===== src/assert_macros.svh =====
// ----------------------------------------------------------------------------
// assert_macros.svh
// clocked assertion helpers for the sequencer, compiled out with ASSERT_OFF
// ----------------------------------------------------------------------------
`ifndef ASSERT_MACROS_SVH
`define ASSERT_MACROS_SVH

`ifndef ASSERT_OFF
// property must hold at every rising edge outside reset
`define ASSERT_CLK(label, clk, rst_n, prop) \
  label: assert property (@(posedge clk) disable iff (!rst_n) prop) \
    else $error("assertion failed");
// condition must never be seen at a rising edge outside reset
`define ASSERT_NEVER(label, clk, rst_n, cond) \
  label: assert property (@(posedge clk) disable iff (!rst_n) !(cond)) \
    else $error("assertion failed");
`else
`define ASSERT_CLK(label, clk, rst_n, prop)
`define ASSERT_NEVER(label, clk, rst_n, cond)
`endif

`endif


===== src/pca_pkg.sv =====
// ----------------------------------------------------------------------------
// pca_pkg
// types, codes and the microcode store of the pid controller
// ----------------------------------------------------------------------------
`default_nettype none

package pca_pkg;

  localparam int STEP_W = 4;
  localparam logic [STEP_W-1:0] LAST_STEP  = 4'd12;
  localparam logic [STEP_W-1:0] CLEAR_STEP = 4'd12;
  localparam logic [16:0] ONE_Q16 = 17'd65536;

  typedef enum logic [2:0] {
    CFG_PROP_GAIN, CFG_INTEG_GAIN, CFG_DERIV_GAIN, CFG_INTEGRAL_BOUND,
    CFG_OUTPUT_BOUND, CFG_SAMPLE_PERIOD, CFG_INVERSE_PERIOD, CFG_FILTER_WEIGHT
  } cfg_idx_t;

  typedef enum logic [2:0] {A_KP, A_KI, A_KD, A_ERR, A_TMP, A_WINV, A_W} asel_t;
  typedef enum logic [2:0] {B_ERR, B_ACC, B_SP, B_INVP, B_SR, B_TMP} bsel_t;

  typedef enum logic [3:0] {
    OP_NONE, OP_ERR, OP_P, OP_PRE, OP_INTEG, OP_DIFF, OP_SUMI,
    OP_RATE, OP_FILT0, OP_FILT1, OP_OUT, OP_CLEAR
  } op_t;

  typedef enum logic [1:0] {J_NEXT, J_IF_CLEAR, J_END} jump_t;

  typedef enum logic {SQ_IDLE, SQ_RUN} seq_state_t;

  typedef struct packed {
    logic              mul_en;
    asel_t             a;
    bsel_t             b;
    op_t               op;
    jump_t             jc;
    logic [STEP_W-1:0] target;
  } ucw_t;

  typedef struct packed {
    logic en;
    ucw_t w;
  } ctl_t;

  typedef struct packed {
    logic signed [31:0] prop_gain;
    logic signed [31:0] integ_gain;
    logic signed [31:0] deriv_gain;
    logic [30:0]        integral_bound;
    logic [30:0]        output_bound;
    logic [31:0]        sample_period;
    logic [30:0]        inverse_period;
    logic [16:0]        filter_weight;
  } cfg_regs_t;

  typedef struct packed {
    logic signed [31:0] drive;
    logic               output_clamped;
    logic               integral_held;
  } res_t;

  // saturate a wide signed value to 32 bits
  function automatic logic signed [31:0] sat32(input logic signed [65:0] v);
    logic signed [31:0] r;
    if (!v[65] && (|v[64:31])) r = 32'sh7FFF_FFFF;
    else if (v[65] && !(&v[64:31])) r = 32'sh8000_0000;
    else r = v[31:0];
    return r;
  endfunction

  function automatic ucw_t mk(input logic m, input asel_t a, input bsel_t b,
                              input op_t op, input jump_t jc,
                              input logic [STEP_W-1:0] tgt);
    ucw_t w;
    w.mul_en = m;
    w.a      = a;
    w.b      = b;
    w.op     = op;
    w.jc     = jc;
    w.target = tgt;
    return w;
  endfunction

  // control store: one word per step, product of step n is used in step n+1
  function automatic ucw_t ucode(input logic [STEP_W-1:0] step);
    ucw_t w;
    case (step)
      4'd0:  w = mk(1'b0, A_KP,   B_ERR,  OP_ERR,   J_IF_CLEAR, CLEAR_STEP);
      4'd1:  w = mk(1'b1, A_KP,   B_ERR,  OP_NONE,  J_NEXT, 4'd0);
      4'd2:  w = mk(1'b1, A_KI,   B_ACC,  OP_P,     J_NEXT, 4'd0);
      4'd3:  w = mk(1'b1, A_ERR,  B_SP,   OP_PRE,   J_NEXT, 4'd0);
      4'd4:  w = mk(1'b0, A_KP,   B_ERR,  OP_INTEG, J_NEXT, 4'd0);
      4'd5:  w = mk(1'b1, A_KI,   B_ACC,  OP_DIFF,  J_NEXT, 4'd0);
      4'd6:  w = mk(1'b1, A_TMP,  B_INVP, OP_SUMI,  J_NEXT, 4'd0);
      4'd7:  w = mk(1'b1, A_WINV, B_SR,   OP_RATE,  J_NEXT, 4'd0);
      4'd8:  w = mk(1'b1, A_W,    B_TMP,  OP_FILT0, J_NEXT, 4'd0);
      4'd9:  w = mk(1'b0, A_KP,   B_ERR,  OP_FILT1, J_NEXT, 4'd0);
      4'd10: w = mk(1'b1, A_KD,   B_SR,   OP_NONE,  J_NEXT, 4'd0);
      4'd11: w = mk(1'b0, A_KP,   B_ERR,  OP_OUT,   J_END,  4'd0);
      4'd12: w = mk(1'b0, A_KP,   B_ERR,  OP_CLEAR, J_END,  4'd0);
      default: w = mk(1'b0, A_KP, B_ERR,  OP_NONE,  J_END,  4'd0);
    endcase
    return w;
  endfunction

endpackage

`default_nettype wire


===== src/pca_seq.sv =====
// ----------------------------------------------------------------------------
// pca_seq
// step counter and microcode sequencer
// ----------------------------------------------------------------------------
`default_nettype none
`include "assert_macros.svh"

module pca_seq import pca_pkg::*; (
  input  wire  clk,
  input  wire  rst_n,
  input  wire  in_accept,
  input  wire  in_func,
  input  wire  out_busy,
  output ctl_t ctl,
  output logic idle
);

  seq_state_t        state_r, state_nxt;
  logic [STEP_W-1:0] step_r, step_nxt;
  logic              clr_r, clr_nxt;
  ucw_t              cw;
  logic              stall;

  always_ff @(posedge clk) begin
    if (!rst_n) begin
      state_r <= SQ_IDLE;
      step_r  <= '0;
      clr_r   <= 1'b0;
    end else begin
      state_r <= state_nxt;
      step_r  <= step_nxt;
      clr_r   <= clr_nxt;
    end
  end

  always_comb begin
    cw        = ucode(step_r);
    stall     = (cw.op == OP_OUT) && out_busy;
    state_nxt = state_r;
    step_nxt  = step_r;
    clr_nxt   = clr_r;
    idle      = 1'b0;
    ctl.en    = 1'b0;
    ctl.w     = cw;
    case (state_r)
      SQ_IDLE: begin
        idle = 1'b1;
        if (in_accept) begin
          state_nxt = SQ_RUN;
          step_nxt  = '0;
          clr_nxt   = in_func;
        end
      end
      SQ_RUN: begin
        ctl.en = !stall;
        if (!stall) begin
          case (cw.jc)
            J_NEXT:     step_nxt = step_r + 1'b1;
            J_IF_CLEAR: step_nxt = clr_r ? cw.target : step_r + 1'b1;
            J_END: begin
              step_nxt  = '0;
              state_nxt = SQ_IDLE;
            end
            default:    step_nxt = step_r + 1'b1;
          endcase
        end
      end
      default: state_nxt = SQ_IDLE;
    endcase
  end

  `ASSERT_CLK(a_start, clk, rst_n, in_accept |=> (state_r == SQ_RUN) && (step_r == '0))
  `ASSERT_NEVER(a_step_range, clk, rst_n, step_r > LAST_STEP)
  `ASSERT_CLK(a_stall_hold, clk, rst_n, (state_r == SQ_RUN) && stall |=> $stable(step_r))
  `ASSERT_NEVER(a_no_accept_run, clk, rst_n, in_accept && (state_r == SQ_RUN))

endmodule

`default_nettype wire


===== config.mk =====
export PLATFORM = sky130hd
export DESIGN_NAME = pca_seq
export DESIGN_NICKNAME = d
export VERILOG_FILES = /design/src/pca_pkg.sv /design/src/pca_seq.sv
export VERILOG_INCLUDE_DIRS = /design/src /design/src/src
export SDC_FILE = /design/constraint.sdc
export NUM_CORES = 1
export LEC_CHECK = 0
export BUFFER_PORTS_ARGS = -buffer_cell sky130_fd_sc_hd__buf_2
export CELL_PAD_IN_SITES_DETAIL_PLACEMENT = 1
export CELL_PAD_IN_SITES_GLOBAL_PLACEMENT = 1
export CORE_MARGIN = 10
export CORE_UTILIZATION = 30
export CTS_CLUSTER_DIAMETER = 120
export CTS_CLUSTER_SIZE = 10
export DETAILED_ROUTE_END_ITERATION = 16
export PLACE_DENSITY_LB_ADDON = 0.2
export SYNTH_ARGS = -nofsm -noshare
export SYNTH_HDL_FRONTEND = slang
export SYNTH_SLANG_ARGS = --single-unit

===== constraint.sdc =====
create_clock -name clk -period 2.5 [get_ports clk]
set_input_delay 0.5 -clock clk [delete_from_list [all_inputs] [get_ports clk]]
set_output_delay 0.5 -clock clk [all_outputs]
set_load 0.01 [all_outputs]

---- Word-level counts from Yosys, hierarchy flattened ----
Memory sizes are Yosys's and may differ from the RTL's. A register that Yosys moved wholly into a read port is not among the register bits.
Index checks and enable logic that the tools add are counted.
word-level totals
  register bits after elaboration ......... 6
  ROM bits ................................ 240
  bits of input ports ..................... 5
  output and inout bits ................... 19
  word-level logic and storage cells ...... 28
  memories ................................ 1
cells by class
  $add $sub $neg .......................... 1
  eq/ne operators ......................... 5
  mux-type cells .......................... 13
  bitwise gates (word level) .............. 1
  reductions and logical operators ........ 4
memory list
  memory           words  bits a word  rd ports  clocked after Yosys merged registers in  write ports  line           RTL
  (no name shown)  16     15           1         1                                        0            pca_pkg.sv:87  case (step)
operator list
  kind                                                  number
  2-to-1 mux 4 bit                                      5
  one-hot mux 4 bit (2 select lines)                    2
  2-to-1 mux 1 bit                                      5
  adder 4 x 1 -> 4 bit (second input constant)          1
  equality test 4 bit (second input constant)           1
  inequality test 2 bit (second input constant)         2
  AND reduction 2 bit                                   2
  equality test 2 x 1 -> 1 bit (second input constant)  1
  equality test 2 bit (second input constant)           1
  one-hot mux 1 bit (2 select lines)                    1
  logical AND 1 bit                                     1
  zero test 1 bit                                       1
  NOT 1 bit                                             1

---- Depth between registers and ports, before layout ----
  depth in word-level cells ............... 7
  gate-level depth with buffers ........... 11
  gate-level depth less buffers ........... 11

---- Worst setup path after synthesis ----
OpenSTA, ideal clock, no wires.
  path kind ............................... register to register
  start ................................... register cw[4] (netlist name)
  end ..................................... register cw[9] (netlist name)
  library setup time ...................... 0.115 ns
  data arrival time ....................... 1.921 ns
  slack ................................... 0.464 ns
  stages on the path, launching flop included .. 10
  path buffers ............................ 0
  clock period less this slack ............ 2.036 ns
  path through ............................ dfxtp_1 -> inv_1 -> ha_1 -> or3b_1 -> o211ai_2 -> o21ai_2 -> nand3_4 -> inv_4 -> and2_4 -> o21a_1
between the ends
  longest elaborated chain between the ends .. 6
  elaborated cells between the ends (all ways) .. 7
  those cells by class .................... eq/ne (2); mux (5)
RTL lines
  what                                                                        line           RTL
  equality test 2 bit / equality test 2 x 1 -> 1 bit (equally long branches)  pca_seq.sv:57  case (cw.jc)
  one-hot mux 4 bit (2 select lines) *                                        pca_seq.sv:57
  2-to-1 mux 4 bit *                                                          pca_seq.sv:56  if (!stall) begin
  one-hot mux 4 bit (2 select lines) *                                        pca_seq.sv:45  case (state_r)
  2-to-1 mux 4 bit (no line) * (2 in series)                                  n/a
Every way passes the cells marked *; elsewhere a longest branch is shown, timed or not. The select of a mux whose other input is x is not followed.
A chain may end at the register's enable or synchronous reset.

---- Final worst setup path ----
  start ................................... register cw[4] (netlist name)
  end ..................................... register cw[10] (netlist name)
between the ends
  longest elaborated chain between the ends .. 6
  elaborated cells between the ends (all ways) .. 7
  those cells by class .................... eq/ne (2); mux (5)
RTL lines
  what                                                                        line
  equality test 2 bit / equality test 2 x 1 -> 1 bit (equally long branches)  pca_seq.sv:57
  one-hot mux 4 bit (2 select lines) *                                        pca_seq.sv:57
  2-to-1 mux 4 bit *                                                          pca_seq.sv:56
  one-hot mux 4 bit (2 select lines) *                                        pca_seq.sv:45
  2-to-1 mux 4 bit (no line) * (2 in series)                                  n/a
Marks and branches as above.

==> results.yml <==
sta:
  worst_pin_slew_ns: 0.5074
  setup_tns_ns: 0
  fin_skew_ns: 0.0008452
  finalCritPeriodShare_pct: 88.65
  whs_ns: 0.4706
  setup_viol: 0
  relSlewSlack_pct: 66.18
  rsz0062_at_grt: "no"
  hold_violations: 0
  timing.final.ws_setup_ns: 0.2837
  period_minus_slack_ns: 2.216
  max_clock_freq_mhz: 451.2
  slew_viol_final: 0
critical_path:
  end_kind: "flip-flop"
  crit_path_start: "cw[4]"
  cp_top_family: "compound AO/OA/AOI/OAI gates"
  reg2reg_depth: 7
  startpoint_type: "flip-flop"
  cp-endpoint: "cw[10]"
  critPathBufInv: 1
  r2r-start: "cw[4]"
  critical_path_required_ns: 2.68
  crit_type: "flip-flop to flip-flop"
  cp.arrival_ns: 2.40
  cpPeakStageDelay_ns: 0.52
  timing.rr.end: "cw[10]"
  cp_max_fo: 12
  cp_slowest_cell: "o32ai_4"
  rrSetupSlack_ns: 0.28
  path_depth: 7
  crit_chain: "inv_1 -> ha_1 -> nor2b_1 -> a21oi_1 -> o32ai_4 -> nand2b_2 -> o221ai_1"
detailed_routing:
  vias: 804
  top_layer_used: "met4"
  drt_iter0_drc: 15
  wl_um: 2400
  via_per_inst: 4.594
  wl_met1_um: 1018
  ant_nets: 0
  route.detailed.drc: 0
  wl_met2_um: 1282
  dr.pass1.iters: 4
  wl_per_cell_um: 13.71
  wl_met3_um: 40
clock_tree:
  hold_buffers: 0
  worstSkewPairLatency_ns: 0.29
  clock_path_buffers: 2
  cts_tree: "yes"
  cts_root_buffer: "clkbuf_4"
  clkTransAtPathRegs_ns: 0.10
  cts_max_level: 1
  cts_buffers: 3
  cts.sinks: 19
synth:
  syn_avg_cell_area_um2: 9.608
  synth_top_area_share_pct: 37.35
  ys.flop_type: "dfxtp_1"
  syn_inst: 106
  synth_common_cells: "dfxtp_1 (19), inv_1 (11), ha_1 (9)"
  synth-edff-count: 0
  async_flop_share_pct: 0
  synth_area_um2: 1018
  yosysWarningCount: 0
  seq_area_frac_synth_pct: 37.35
  yosys.area.top_type: "dfxtp_1"
  yosysUniqueCellTypes: 41
  synth_area_leaders: "dfxtp_1 (37%), ha_1 (11%), inv_1 (4.1%)"
  synth.most_common_cell: "dfxtp_1"
  synth-seq-cells: 19
floorplanning:
  io_pins: 24
  core-area_um2: 3311
  die_area_um2: 6125
  start_util_pct: 30.76
  chipHeight_um: 78.27
  rows: 21
  die_w_um: 78.27
cells_and_area:
  diodes: 0
  fin_area_um2: 1189
  syn_to_final_growth_pct: 16.71
  drive_gt1_share_pct: 31.01
  nets: 144
place:
  routabilityCongestion: 0.7884
  pre_cts_ws_ns: 0.07278
  post-dp-hpwl_um: 1990
  numPortBuffers: 21
  dpl_cell_area_um2: 1159
global_routing:
  grt_pass1_wl_um: 4153
  grt_max_degree: 13
  gr-total-overflow: 0
  track_usage_pct: 8.264
  first_global_vias: 877
  antenna_found_initial: 0
run_status:
  status: "finished, final reports clean"
power:
  power.leakage_nw: 0.5545
  pwr_density_cell_nw_per_um2: 507.8
  vdd_drop_max_mv: 0.2136
min_path:
  hold_path.class: "input pin to flip-flop"
  holdPathStages: 3
flow_run:
  maxCapViolations: 0
-- stage by stage --
step | utilization, % | total power, W | instances
4_1_cts | 35.83 | 0.0006180 | 175
2_1_floorplan | - | 0.0004245 | 107
3_3_place_gp | 35.00 | 0.0004579 | 171
6_report | 35.90 | 0.0006036 | 175
5_1_grt | 35.90 | 0.0006376 | 175
3_5_place_dp | 35.00 | 0.0004601 | 171
-- worst min-delay path by stage --
stage | startpoint | to | slack, ns
2_1_floorplan | clr_r | clr_r | 0.50
3_3_place_gp | clr_r | clr_r | 0.54
3_5_place_dp | clr_r | clr_r | 0.55
4_1_cts | in_func | clr_r | 0.47
5_1_grt | in_func | clr_r | 0.48
6_report | in_func | clr_r | 0.47
-- placed cells by master (no fill, tap or decap), drive strengths merged, types with 4 or more instances in the layout --
master	n
buf	23
dfxtp	19
inv	12
ha	9
nand2	7
nor2	7
o21ai	7
mux2i	4
-- area by class of cell --
class                      count  area, um^2
fill                         418        2122
multi-input combinational     71       555.5
sequential                    19       380.4
timing repair buffer          23       120.1
tap                           46       57.56
inverter                      12       47.55
clock buffer                   3       22.52
clock inverter                 1       5.005
-- registers in the layout, summed over array words and instances (netlist names) --
name and count:
clr_r 1, cw 13, state_r 1, step_r 4
-- cells by family after synthesis --
family,count (synthesis),synth area share (%)
mux,5,5.405
compound gates,25,19.41
buf+inv,17,8.723
fa+ha+maj,9,11.06
simple gates,30,17.69
flops,19,37.35
other cells,1,0.3682
-- worst min-delay path, cell delays in order --
cell     delay (ns)
buf_2          0.07
mux2i_1        0.05
nor2b_1        0.10
-- layer usage --
| layer | GRT usage [%] | vias to the layer above |
|---|---|---|
| met5 | 0 | - |
| met3 | 1.025 | 4 |
| met1 | 8.990 | 386 |
| li1 | - | 404 |
| met4 | 4.839 | 0 |
| met2 | 14.97 | 10 |
-- timing repair --
item / in CTS / in global routing
buffers inserted: 0 / 0
setup endpoints to repair: 0 / 1
gates resized for setup: 0 / 1
-- power by group --
group / total [W] / internal [W] / switching (W)
clock network: 0.000153 / 0.0000596 / 0.0000937
logic: 0.000118 / 0.0000494 / 0.0000691
registers: 0.000332 / 0.000319 / 0.0000131
No activity file was read; power rests on OpenSTA's default activity.
