--- src/assert_macros.svh ---
// ----------------------------------------------------------------------------
// assert_macros.svh
// clocked assertion helpers for the sequencer, compiled out with ASSERT_OFF
// ----------------------------------------------------------------------------
`ifndef ASSERT_MACROS_SVH
`define ASSERT_MACROS_SVH

`ifndef ASSERT_OFF
// property must hold at every rising edge outside reset
`define ASSERT_CLK(label, clk, rst_n, prop) \
  label: assert property (@(posedge clk) disable iff (!rst_n) prop) \
    else $error("assertion failed");
// condition must never be seen at a rising edge outside reset
`define ASSERT_NEVER(label, clk, rst_n, cond) \
  label: assert property (@(posedge clk) disable iff (!rst_n) !(cond)) \
    else $error("assertion failed");
`else
`define ASSERT_CLK(label, clk, rst_n, prop)
`define ASSERT_NEVER(label, clk, rst_n, cond)
`endif

`endif

--- src/pca_pkg.sv ---
// ----------------------------------------------------------------------------
// pca_pkg
// types, codes and the microcode store of the pid controller
// ----------------------------------------------------------------------------
`default_nettype none

package pca_pkg;

  localparam int STEP_W = 4;
  localparam logic [STEP_W-1:0] LAST_STEP  = 4'd12;
  localparam logic [STEP_W-1:0] CLEAR_STEP = 4'd12;
  localparam logic [16:0] ONE_Q16 = 17'd65536;

  typedef enum logic [2:0] {
    CFG_PROP_GAIN, CFG_INTEG_GAIN, CFG_DERIV_GAIN, CFG_INTEGRAL_BOUND,
    CFG_OUTPUT_BOUND, CFG_SAMPLE_PERIOD, CFG_INVERSE_PERIOD, CFG_FILTER_WEIGHT
  } cfg_idx_t;

  typedef enum logic [2:0] {A_KP, A_KI, A_KD, A_ERR, A_TMP, A_WINV, A_W} asel_t;
  typedef enum logic [2:0] {B_ERR, B_ACC, B_SP, B_INVP, B_SR, B_TMP} bsel_t;

  typedef enum logic [3:0] {
    OP_NONE, OP_ERR, OP_P, OP_PRE, OP_INTEG, OP_DIFF, OP_SUMI,
    OP_RATE, OP_FILT0, OP_FILT1, OP_OUT, OP_CLEAR
  } op_t;

  typedef enum logic [1:0] {J_NEXT, J_IF_CLEAR, J_END} jump_t;

  typedef enum logic {SQ_IDLE, SQ_RUN} seq_state_t;

  typedef struct packed {
    logic              mul_en;
    asel_t             a;
    bsel_t             b;
    op_t               op;
    jump_t             jc;
    logic [STEP_W-1:0] target;
  } ucw_t;

  typedef struct packed {
    logic en;
    ucw_t w;
  } ctl_t;

  typedef struct packed {
    logic signed [31:0] prop_gain;
    logic signed [31:0] integ_gain;
    logic signed [31:0] deriv_gain;
    logic [30:0]        integral_bound;
    logic [30:0]        output_bound;
    logic [31:0]        sample_period;
    logic [30:0]        inverse_period;
    logic [16:0]        filter_weight;
  } cfg_regs_t;

  typedef struct packed {
    logic signed [31:0] drive;
    logic               output_clamped;
    logic               integral_held;
  } res_t;

  // saturate a wide signed value to 32 bits
  function automatic logic signed [31:0] sat32(input logic signed [65:0] v);
    logic signed [31:0] r;
    if (!v[65] && (|v[64:31])) r = 32'sh7FFF_FFFF;
    else if (v[65] && !(&v[64:31])) r = 32'sh8000_0000;
    else r = v[31:0];
    return r;
  endfunction

  function automatic ucw_t mk(input logic m, input asel_t a, input bsel_t b,
                              input op_t op, input jump_t jc,
                              input logic [STEP_W-1:0] tgt);
    ucw_t w;
    w.mul_en = m;
    w.a      = a;
    w.b      = b;
    w.op     = op;
    w.jc     = jc;
    w.target = tgt;
    return w;
  endfunction

  // control store: one word per step, product of step n is used in step n+1
  function automatic ucw_t ucode(input logic [STEP_W-1:0] step);
    ucw_t w;
    case (step)
      4'd0:  w = mk(1'b0, A_KP,   B_ERR,  OP_ERR,   J_IF_CLEAR, CLEAR_STEP);
      4'd1:  w = mk(1'b1, A_KP,   B_ERR,  OP_NONE,  J_NEXT, 4'd0);
      4'd2:  w = mk(1'b1, A_KI,   B_ACC,  OP_P,     J_NEXT, 4'd0);
      4'd3:  w = mk(1'b1, A_ERR,  B_SP,   OP_PRE,   J_NEXT, 4'd0);
      4'd4:  w = mk(1'b0, A_KP,   B_ERR,  OP_INTEG, J_NEXT, 4'd0);
      4'd5:  w = mk(1'b1, A_KI,   B_ACC,  OP_DIFF,  J_NEXT, 4'd0);
      4'd6:  w = mk(1'b1, A_TMP,  B_INVP, OP_SUMI,  J_NEXT, 4'd0);
      4'd7:  w = mk(1'b1, A_WINV, B_SR,   OP_RATE,  J_NEXT, 4'd0);
      4'd8:  w = mk(1'b1, A_W,    B_TMP,  OP_FILT0, J_NEXT, 4'd0);
      4'd9:  w = mk(1'b0, A_KP,   B_ERR,  OP_FILT1, J_NEXT, 4'd0);
      4'd10: w = mk(1'b1, A_KD,   B_SR,   OP_NONE,  J_NEXT, 4'd0);
      4'd11: w = mk(1'b0, A_KP,   B_ERR,  OP_OUT,   J_END,  4'd0);
      4'd12: w = mk(1'b0, A_KP,   B_ERR,  OP_CLEAR, J_END,  4'd0);
      default: w = mk(1'b0, A_KP, B_ERR,  OP_NONE,  J_END,  4'd0);
    endcase
    return w;
  endfunction

endpackage

`default_nettype wire

--- src/pca_datapath.sv ---
// ----------------------------------------------------------------------------
// pca_datapath
// shared multiplier, controller state and post-product arithmetic
// ----------------------------------------------------------------------------
`default_nettype none

module pca_datapath import pca_pkg::*; (
  input  wire                clk,
  input  wire                rst_n,
  input  wire                in_load,
  input  wire signed [31:0]  measured,
  input  wire signed [31:0]  target,
  input  ctl_t               ctl,
  input  cfg_regs_t          cfg,
  output res_t               res,
  output logic               res_load
);

  // controller state
  logic signed [31:0] acc_r, acc_nxt;
  logic signed [31:0] last_err_r, last_err_nxt;
  logic signed [31:0] sr_r, sr_nxt;
  // working registers
  logic signed [31:0] meas_r, targ_r;
  logic signed [31:0] err_r, err_nxt;
  logic signed [31:0] p_r, p_nxt;
  logic signed [31:0] tmp_r, tmp_nxt;
  logic signed [33:0] s_r, s_nxt;
  logic signed [49:0] facc_r, facc_nxt;
  logic               hold_r, hold_nxt;
  logic signed [65:0] prod_r, prod_nxt;

  logic signed [32:0] a_op, b_op;
  logic [16:0]        w, winv;
  logic signed [31:0] q_prod, pre;
  logic signed [32:0] err33, diff33, ob33;
  logic signed [33:0] pre34;
  logic signed [34:0] asum, ib35, ob35, sum35;
  logic signed [50:0] fsum;

  always_ff @(posedge clk) begin
    if (!rst_n) begin
      acc_r      <= '0;
      last_err_r <= '0;
      sr_r       <= '0;
    end else begin
      acc_r      <= acc_nxt;
      last_err_r <= last_err_nxt;
      sr_r       <= sr_nxt;
    end
  end

  always_ff @(posedge clk) begin
    if (in_load) begin
      meas_r <= measured;
      targ_r <= target;
    end
    err_r  <= err_nxt;
    p_r    <= p_nxt;
    tmp_r  <= tmp_nxt;
    s_r    <= s_nxt;
    facc_r <= facc_nxt;
    hold_r <= hold_nxt;
    prod_r <= prod_nxt;
  end

  // multiplier operands
  always_comb begin
    w    = (cfg.filter_weight > ONE_Q16) ? ONE_Q16 : cfg.filter_weight;
    winv = ONE_Q16 - w;
    case (ctl.w.a)
      A_KP:    a_op = 33'(cfg.prop_gain);
      A_KI:    a_op = 33'(cfg.integ_gain);
      A_KD:    a_op = 33'(cfg.deriv_gain);
      A_ERR:   a_op = 33'(err_r);
      A_TMP:   a_op = 33'(tmp_r);
      A_WINV:  a_op = $signed({16'b0, winv});
      A_W:     a_op = $signed({16'b0, w});
      default: a_op = '0;
    endcase
    case (ctl.w.b)
      B_ERR:   b_op = 33'(err_r);
      B_ACC:   b_op = 33'(acc_r);
      B_SP:    b_op = $signed({1'b0, cfg.sample_period});
      B_INVP:  b_op = $signed({2'b0, cfg.inverse_period});
      B_SR:    b_op = 33'(sr_r);
      B_TMP:   b_op = 33'(tmp_r);
      default: b_op = '0;
    endcase
  end

  always_comb begin
    q_prod = sat32(prod_r >>> 16);
    err33  = 33'(targ_r) - 33'(meas_r);
    diff33 = 33'(err_r) - 33'(last_err_r);
    ob33   = $signed({2'b0, cfg.output_bound});
    ob35   = $signed({4'b0, cfg.output_bound});
    ib35   = $signed({4'b0, cfg.integral_bound});
    pre34  = 34'(p_r) + 34'(q_prod);
    pre    = sat32(66'(pre34));
    asum   = 35'(acc_r) + 35'($signed(prod_r[65:32]));
    fsum   = 51'(facc_r) + 51'($signed(prod_r[49:0]));
    sum35  = 35'(s_r) + 35'(q_prod);

    prod_nxt     = ctl.en && ctl.w.mul_en ? 66'(a_op) * 66'(b_op) : prod_r;
    acc_nxt      = acc_r;
    last_err_nxt = last_err_r;
    sr_nxt       = sr_r;
    err_nxt      = err_r;
    p_nxt        = p_r;
    tmp_nxt      = tmp_r;
    s_nxt        = s_r;
    facc_nxt     = facc_r;
    hold_nxt     = hold_r;
    res_load     = 1'b0;
    res.drive          = sum35[31:0];
    res.output_clamped = 1'b0;
    res.integral_held  = hold_r;

    if (sum35 > ob35) begin
      res.drive          = ob35[31:0];
      res.output_clamped = 1'b1;
    end else if (sum35 < -ob35) begin
      res.drive          = 32'(-ob35);
      res.output_clamped = 1'b1;
    end

    if (ctl.en) begin
      case (ctl.w.op)
        OP_ERR:  err_nxt = sat32(66'(err33));
        OP_P:    p_nxt   = q_prod;
        OP_PRE:  hold_nxt = (33'(pre) >= ob33 && err_r > 32'sd0) ||
                            (33'(pre) <= -ob33 && err_r < 32'sd0);
        OP_INTEG: begin
          // integration held while p+i already pushes against the bound
          if (!hold_r) begin
            if (asum > ib35)       acc_nxt = ib35[31:0];
            else if (asum < -ib35) acc_nxt = 32'(-ib35);
            else                   acc_nxt = asum[31:0];
          end
        end
        OP_DIFF:  tmp_nxt  = sat32(66'(diff33));
        OP_SUMI:  s_nxt    = 34'(p_r) + 34'(q_prod);
        OP_RATE:  tmp_nxt  = q_prod;
        OP_FILT0: facc_nxt = prod_r[49:0];
        OP_FILT1: sr_nxt   = sat32(66'(fsum >>> 16));
        OP_OUT: begin
          res_load     = 1'b1;
          last_err_nxt = err_r;
        end
        OP_CLEAR: begin
          acc_nxt      = '0;
          last_err_nxt = '0;
          sr_nxt       = '0;
        end
        default: ;
      endcase
    end
  end

endmodule

`default_nettype wire

--- config.mk ---
export PLATFORM = sky130hd
export DESIGN_NAME = pca_datapath
export DESIGN_NICKNAME = d
export VERILOG_FILES = /design/src/assert_macros.svh /design/src/pca_pkg.sv /design/src/pca_datapath.sv
export SDC_FILE = /design/constraint.sdc
export NUM_CORES = 2
export LEC_CHECK = 0
export ABC_AREA = 1
export BUFFER_PORTS_ARGS = -buffer_cell sky130_fd_sc_hd__buf_2
export CORE_UTILIZATION = 30
export DETAILED_ROUTE_END_ITERATION = 8
export PLACE_DENSITY = 0.52
export RECOVER_POWER = 100
export SLEW_MARGIN = 20
export SYNTH_ARGS = -nofsm -noshare
export SYNTH_HDL_FRONTEND = slang
export SYNTH_SLANG_ARGS = --single-unit
--- constraint.sdc ---
create_clock -name clk -period 12.3 [get_ports clk]
set_input_delay 3.69 -clock clk [delete_from_list [all_inputs] [get_ports clk]]
set_output_delay 3.69 -clock clk [all_outputs]
set_load 0.01 [all_outputs]
After elaboration in Yosys (flattened, before gate mapping) --
Index checks and enable logic that the tools add are counted.
Word-level totals: register bits 406, latch bits 0, memory bits (writable) 0, memory bits (read-only) 0, input bits 323, output and inout port bits 35, logic and storage cells 127, memories kept 0
Operators by class: add/sub/neg operators 10, multipliers 1, divide/modulo/power cells 0, order comparisons 9, eq/ne operators 23, shift operators 0, multiplexer cells 23, bitwise gates (word level) 0, reduce and logical (&&, ||, !) cells 49
Operator list (count):
- $mux W32 | 12
- $pmux W32 S2 | 4
- $pmux W33 S7 | 1
- $pmux W33 S6 | 1
- $gt A35 B32 Y1 | 2
- $lt A35 B35 Y1 | 2
- $neg A31 Y35 | 2
- $mul A33 B33 Y66 | 1
- $mux W33 | 2
- $sub A32 B32 Y33 | 2
- $add A50 B50 Y51 | 1
- $add A32 B34 Y35 | 1
- $add A33 B32 Y34 | 1
- $add A32 B32 Y33 | 1
- $le A32 B33 Y1 | 1
- $neg A31 Y33 | 1
- $ge A32 B32 Y1 | 1
- $gt A32 B1 Y1 const B | 1
- $lt A32 B1 Y1 const B | 1
- $reduce_and A2 Y1 | 10
- $reduce_and A19 Y1 | 1
- $reduce_or A19 Y1 | 1
- $gt A17 B17 Y1 const B | 1
- $mux W17 | 1
- 20 further kinds | 63

Logic depth before layout (Yosys ltp) --
depth after elaboration 14, gate-level depth with buffers 48, mapped depth without buffers 47

Worst setup path before layout --
OpenSTA, ideal clock, no wires.
path type input-to-reg, from input ctl[15] (netlist bit), to register prod_r[65], data pin, library setup time 260 ps, data arrival time 11563 ps, data required time 12040 ps, path slack 477 ps, cell stages on the path 27, cell sequence nor3_1 clkbuf_1 a22o_1 nor3_2 inv_1 clkbuf_1 nand2_1 fa_1 inv_1 fa_1 fa_1 fa_1 inv_1 fa_1 fa_1 fa_1 inv_1 fa_1 ha_1 a21oi_1 a21boi_0 nor2_1 a2111oi_0 o21ai_0 a31oi_1 nand2_1 xor2_1
On the way: longest elaborated chain between the ends 3, elaborated cells on any way between the ends 9
Ends and longest elaborated chain:
- from (decl) | RTL line pca_datapath.sv:13 | input ctl_t ctl,
- $eq A3 B3 Y1, or another cell as far along | RTL line pca_datapath.sv:71 | case (ctl.w.a)
- $pmux W33 S7 (*) | RTL line pca_datapath.sv:71
- $mul A33 B33 Y66 (*) | RTL line pca_datapath.sv:105 | prod_nxt = ctl.en && ctl.w.mul_en ? 66'(a_op) * 66'(b_op) : prod_r;
- to (signal assigned) | RTL line pca_datapath.sv:64 | prod_r <= prod_nxt;
- to (decl) | RTL line pca_datapath.sv:31 | logic signed [65:0] prod_r, prod_nxt;
Every way passes the cells marked *; elsewhere a longest branch is shown, timed or not. A chain may end at the register's enable or synchronous reset.

Final worst setup path --
from input ctl[14] (netlist bit), to register prod_r[59], data pin
Same word-level chain as after synthesis.

==> results.md <==
| Parameter | Value | Unit |
|:---|:---|:---|
| Vias in the first global route | 69400 | - |
| Critical path endpoint category | flop | - |
| Half-perimeter wire length after detailed placement | 285 | mm |
| Worst-path maximum fanout | 7 | - |
| GRT overflow | 0 | - |
| Post-synth cell types | 77 | - |
| Clock buffers created by TritonCTS | 52 | - |
| Number of top-level design ports | 358 | - |
| Synthesis-to-finish area growth | 20.5 | % |
| Floorplan die width | 500 | um |
| Worst hold path class | reg -> reg | - |
| Largest clock skew in the final design | 0.0477 | ns |
| Die Span Y | 500 | um |
| Netlist area before placement | 0.0745 | sq mm |
| Port Buffers | 351 | - |
| Pin count of the biggest net entering global routing | 65 | - |
| Number of cells on the worst reg-to-reg path | 32 | - |
| Most frequent standard cell in the layout excluding fill and tap cells | nand2_1 | - |
| Final critical-path required period | 12.08 | ns |
| Final GP Congestion | 1.02 | - |
| Flip-flop cell with the highest count after synthesis | edfxtp_1 | - |
| Commonest cells after routing, fill and taps aside | nand2_1, inv_1, fa_1 | - |
| F_max | 82.8 | MHz |
| Rows | 182 | - |
| Type of element launching the critical path | input pin | - |
| Clock transition at path regs | 0.06 | ns |
| Core ar. | 0.246 | sq mm |
| Routed wirelength normalized by instance count | 23.3 | um |
| Worst slew margin | -136 | % |
| Skew-Pair Late Insertion Delay | 0.66 | ns |
| Fraction of met3 tracks used by global routing | 3.30 | % |
| Antenna violations before repair | 48 | - |
| Final period utilization | 98.2 | % |
| DRC viols | 0 | - |
| Die outline area | 0.250 | sq mm |
| Final setup viols | 0 | - |
| Data required time of the critical path | 12.73 | ns |
| Most utilized layer in the global route result | met2 | - |
| Overall via count from detail_route | 68800 | - |
| First-pass GRT wire length | 467 | mm |
| Count of flip-flops with a built-in enable after synthesis | 310 | - |
| Run status | finished with violations | - |
| Root Buffer Master | clkbuf_16 | - |
| Post-Syn Area per Cell | 7.92 | sq um |
| Number of detailed-route iterations in the first pass | 6 | - |
| Final-stage net count | 12600 | - |
| Met1 demand-to-capacity share in global routing | 34.7 | % |
| Largest stage delay on the critical path | 0.59 | ns |
| Tot GR Track Use | 25.5 | % |
| Cells on Worst Hold Path | 0 | - |
| Final Hold Slack | 0.455 | ns |
| Count of warnings emitted by yosys | 0 | - |
| Antenna-violating nets left | 0 | - |
| Share of the yosys chip area belonging to registers | 15.1 | % |
| Most numerous cell on the critical path | fa_1 | - |
| Deepest level of the CTS H-tree | 2 | - |
| CTS sink cnt | 406 | - |
| Signal arrival time at the worst endpoint | 12.52 | ns |
| Fraction of layout instances using a drive strength above 1 | 15.2 | % |
| Cell at the slowest stage of the critical path | fa_1 | - |
| TritonCTS clock tree | done | - |
| Category of the most critical setup path | in -> reg | - |
| Buffers from clock root to sink, at most | 3 | - |
| Max Cap Violations | 11 | - |
| Final count of pins violating max slew | 472 | - |
| Least-Margin Pin Slew | 3.55 | ns |
| Share of async-settable or async-resettable flops after synthesis | 0 | % |
| Number of hold-repair buffers added at the cts stage | 0 | - |
| Routed Wire Length | 323 | mm |
| Effective utilization at floorplan | 30.2 | % |
| Nets in the synthesized netlist | 11500 | - |
| Number of filler cells placed in the layout | 26200 | - |
| Number of instances in the synthesized netlist | 9408 | - |
| Number of endpoints with negative hold slack in the final report | 0 | - |
| Failing checks | capacitance limit, slew limit | - |
| Register bit count reported by yosys | 406 | - |
| Global routing usage on met2 | 40.1 | % |
| Initial DRC count | 5794 | - |
| Vias per inst | 4.96 | - |
[layout make-up]
| type | count | area [sq um] | share of cell area [%] |
|---|---|---|---|
| diodes | 21 | 52.6 | 0.0585 |
| clock buffers | 64 | 1440 | 1.60 |
| clock inverters | 34 | 364 | 0.406 |
| inverters | 1877 | 7070 | 7.88 |
| multi-input cells | 6828 | 55400 | 61.7 |
| flip-flops and latches | 406 | 11200 | 12.5 |
| well taps | 3312 | 4140 | 4.62 |
| repair buffers | 1327 | 10000 | 11.2 |
[registers in the layout (all words and copies together), names as in the netlist]
register    cells
err_r          32
s_r            33
tmp_r          32
prod_r         66
sr_r           32
facc_r         50
targ_r         32
p_r            32
meas_r         32
hold_r          1
acc_r          32
last_err_r     32
[worst max-delay path, delay by kind of cell]
kind	cells	cell delay (ns)
buffers and inverters	14	1.94
XOR/XNOR	1	0.24
AND/OR/NAND/NOR	11	1.20
adder cells (fa/ha/maj)	9	4.49
AO/OA/AOI/OAI	6	0.95
[cells by family (layout without fill, tap and decap cells)]
family | after synthesis | after routing | share of synthesized area, %
AO/OA/AOI/OAI | 1317 | 1317 | 10.1
XOR/XNOR | 293 | 293 | 3.46
adder cells (fa/ha/maj) | 1752 | 1752 | 40.8
buffers and inverters | 2174 | 3302 | 11.4
flip-flops | 406 | 406 | 15.1
other | 0 | 21 | 0
AND/OR/NAND/NOR | 3466 | 3466 | 19.2
[layer usage]
metal,vias up,wire [um]
met5,-,92
met4,14,18500
met3,474,20600
met2,2240,144000
met1,34400,141000
li1,31700,-
[per-stage QoR]
| stage | cells | TNS (ns) | util, % | instance area (sq um) | setup slack [ns] |
|---|---|---|---|---|---|
| final | 13900 | 0 | 36.4 | 89800 | 0.216 |
| after global routing | 13900 | -0.0132 | 36.4 | 89700 | -0.0132 |
| after CTS | 13800 | 0 | 36.2 | 89200 | 0.0679 |
| after detailed placement | 13700 | -18.67 | 35.4 | 87300 | -0.955 |
| after global placement | 13700 | -20.34 | 35.4 | 87300 | -1.03 |
| after floorplan | 9408 | 0 | - | 74500 | 0.477 |
[cell usage after synthesis, types with 10 or more instances]
cell / number / area, sq um
a211oi_1: 42 / 315
a21boi_0: 14 / 105
a21o_1: 36 / 270
a21oi_1: 614 / 3070
a221oi_1: 33 / 289
a22o_1: 24 / 210
a31oi_1: 55 / 344
and3_1: 14 / 87.6
buf_2: 90 / 450
buf_4: 16 / 120
buf_6: 14 / 158
clkbuf_1: 167 / 627
clkinv_1: 13 / 48.8
dfxtp_1: 96 / 1920
edfxtp_1: 310 / 9310
fa_1: 1127 / 22600
ha_1: 625 / 7820
inv_1: 1835 / 6890
inv_2: 28 / 105
nand2_1: 2129 / 7990
nand2_2: 13 / 81.3
nand3_1: 216 / 1080
nand3b_1: 12 / 90.1
nand4_1: 80 / 500
nor2_1: 768 / 2880
nor2_2: 22 / 138
nor3_1: 103 / 515
nor4_1: 51 / 319
o211ai_1: 20 / 150
o21a_1: 25 / 188
o21ai_0: 337 / 1690
o21ai_1: 10 / 50.1
o21bai_1: 30 / 225
o22ai_1: 18 / 113
xnor2_1: 75 / 657
xor2_1: 217 / 1900
[what timing repair did]
item                                    CTS  global route
resized for setup                         9           121
endpoints found under the setup margin    9            59
pin swaps                                 0            26
cloned                                    0             1
buffers inserted                          0            17
[path summary, 6_finish.rpt]
check | start | slack (ns) | to
worst min-delay path | prod_r[12] | 0.45 | facc_r[12]
worst max register to register | tmp_r[15] | 3.11 | prod_r[62]
worst min register to register | prod_r[12] | 0.45 | facc_r[12]
worst max-delay path | ctl[14] | 0.22 | prod_r[59]
Power is left out: the tool's default activity adds up to more than one toggle a clock period on the data nets, which glitch-free logic cannot reach.
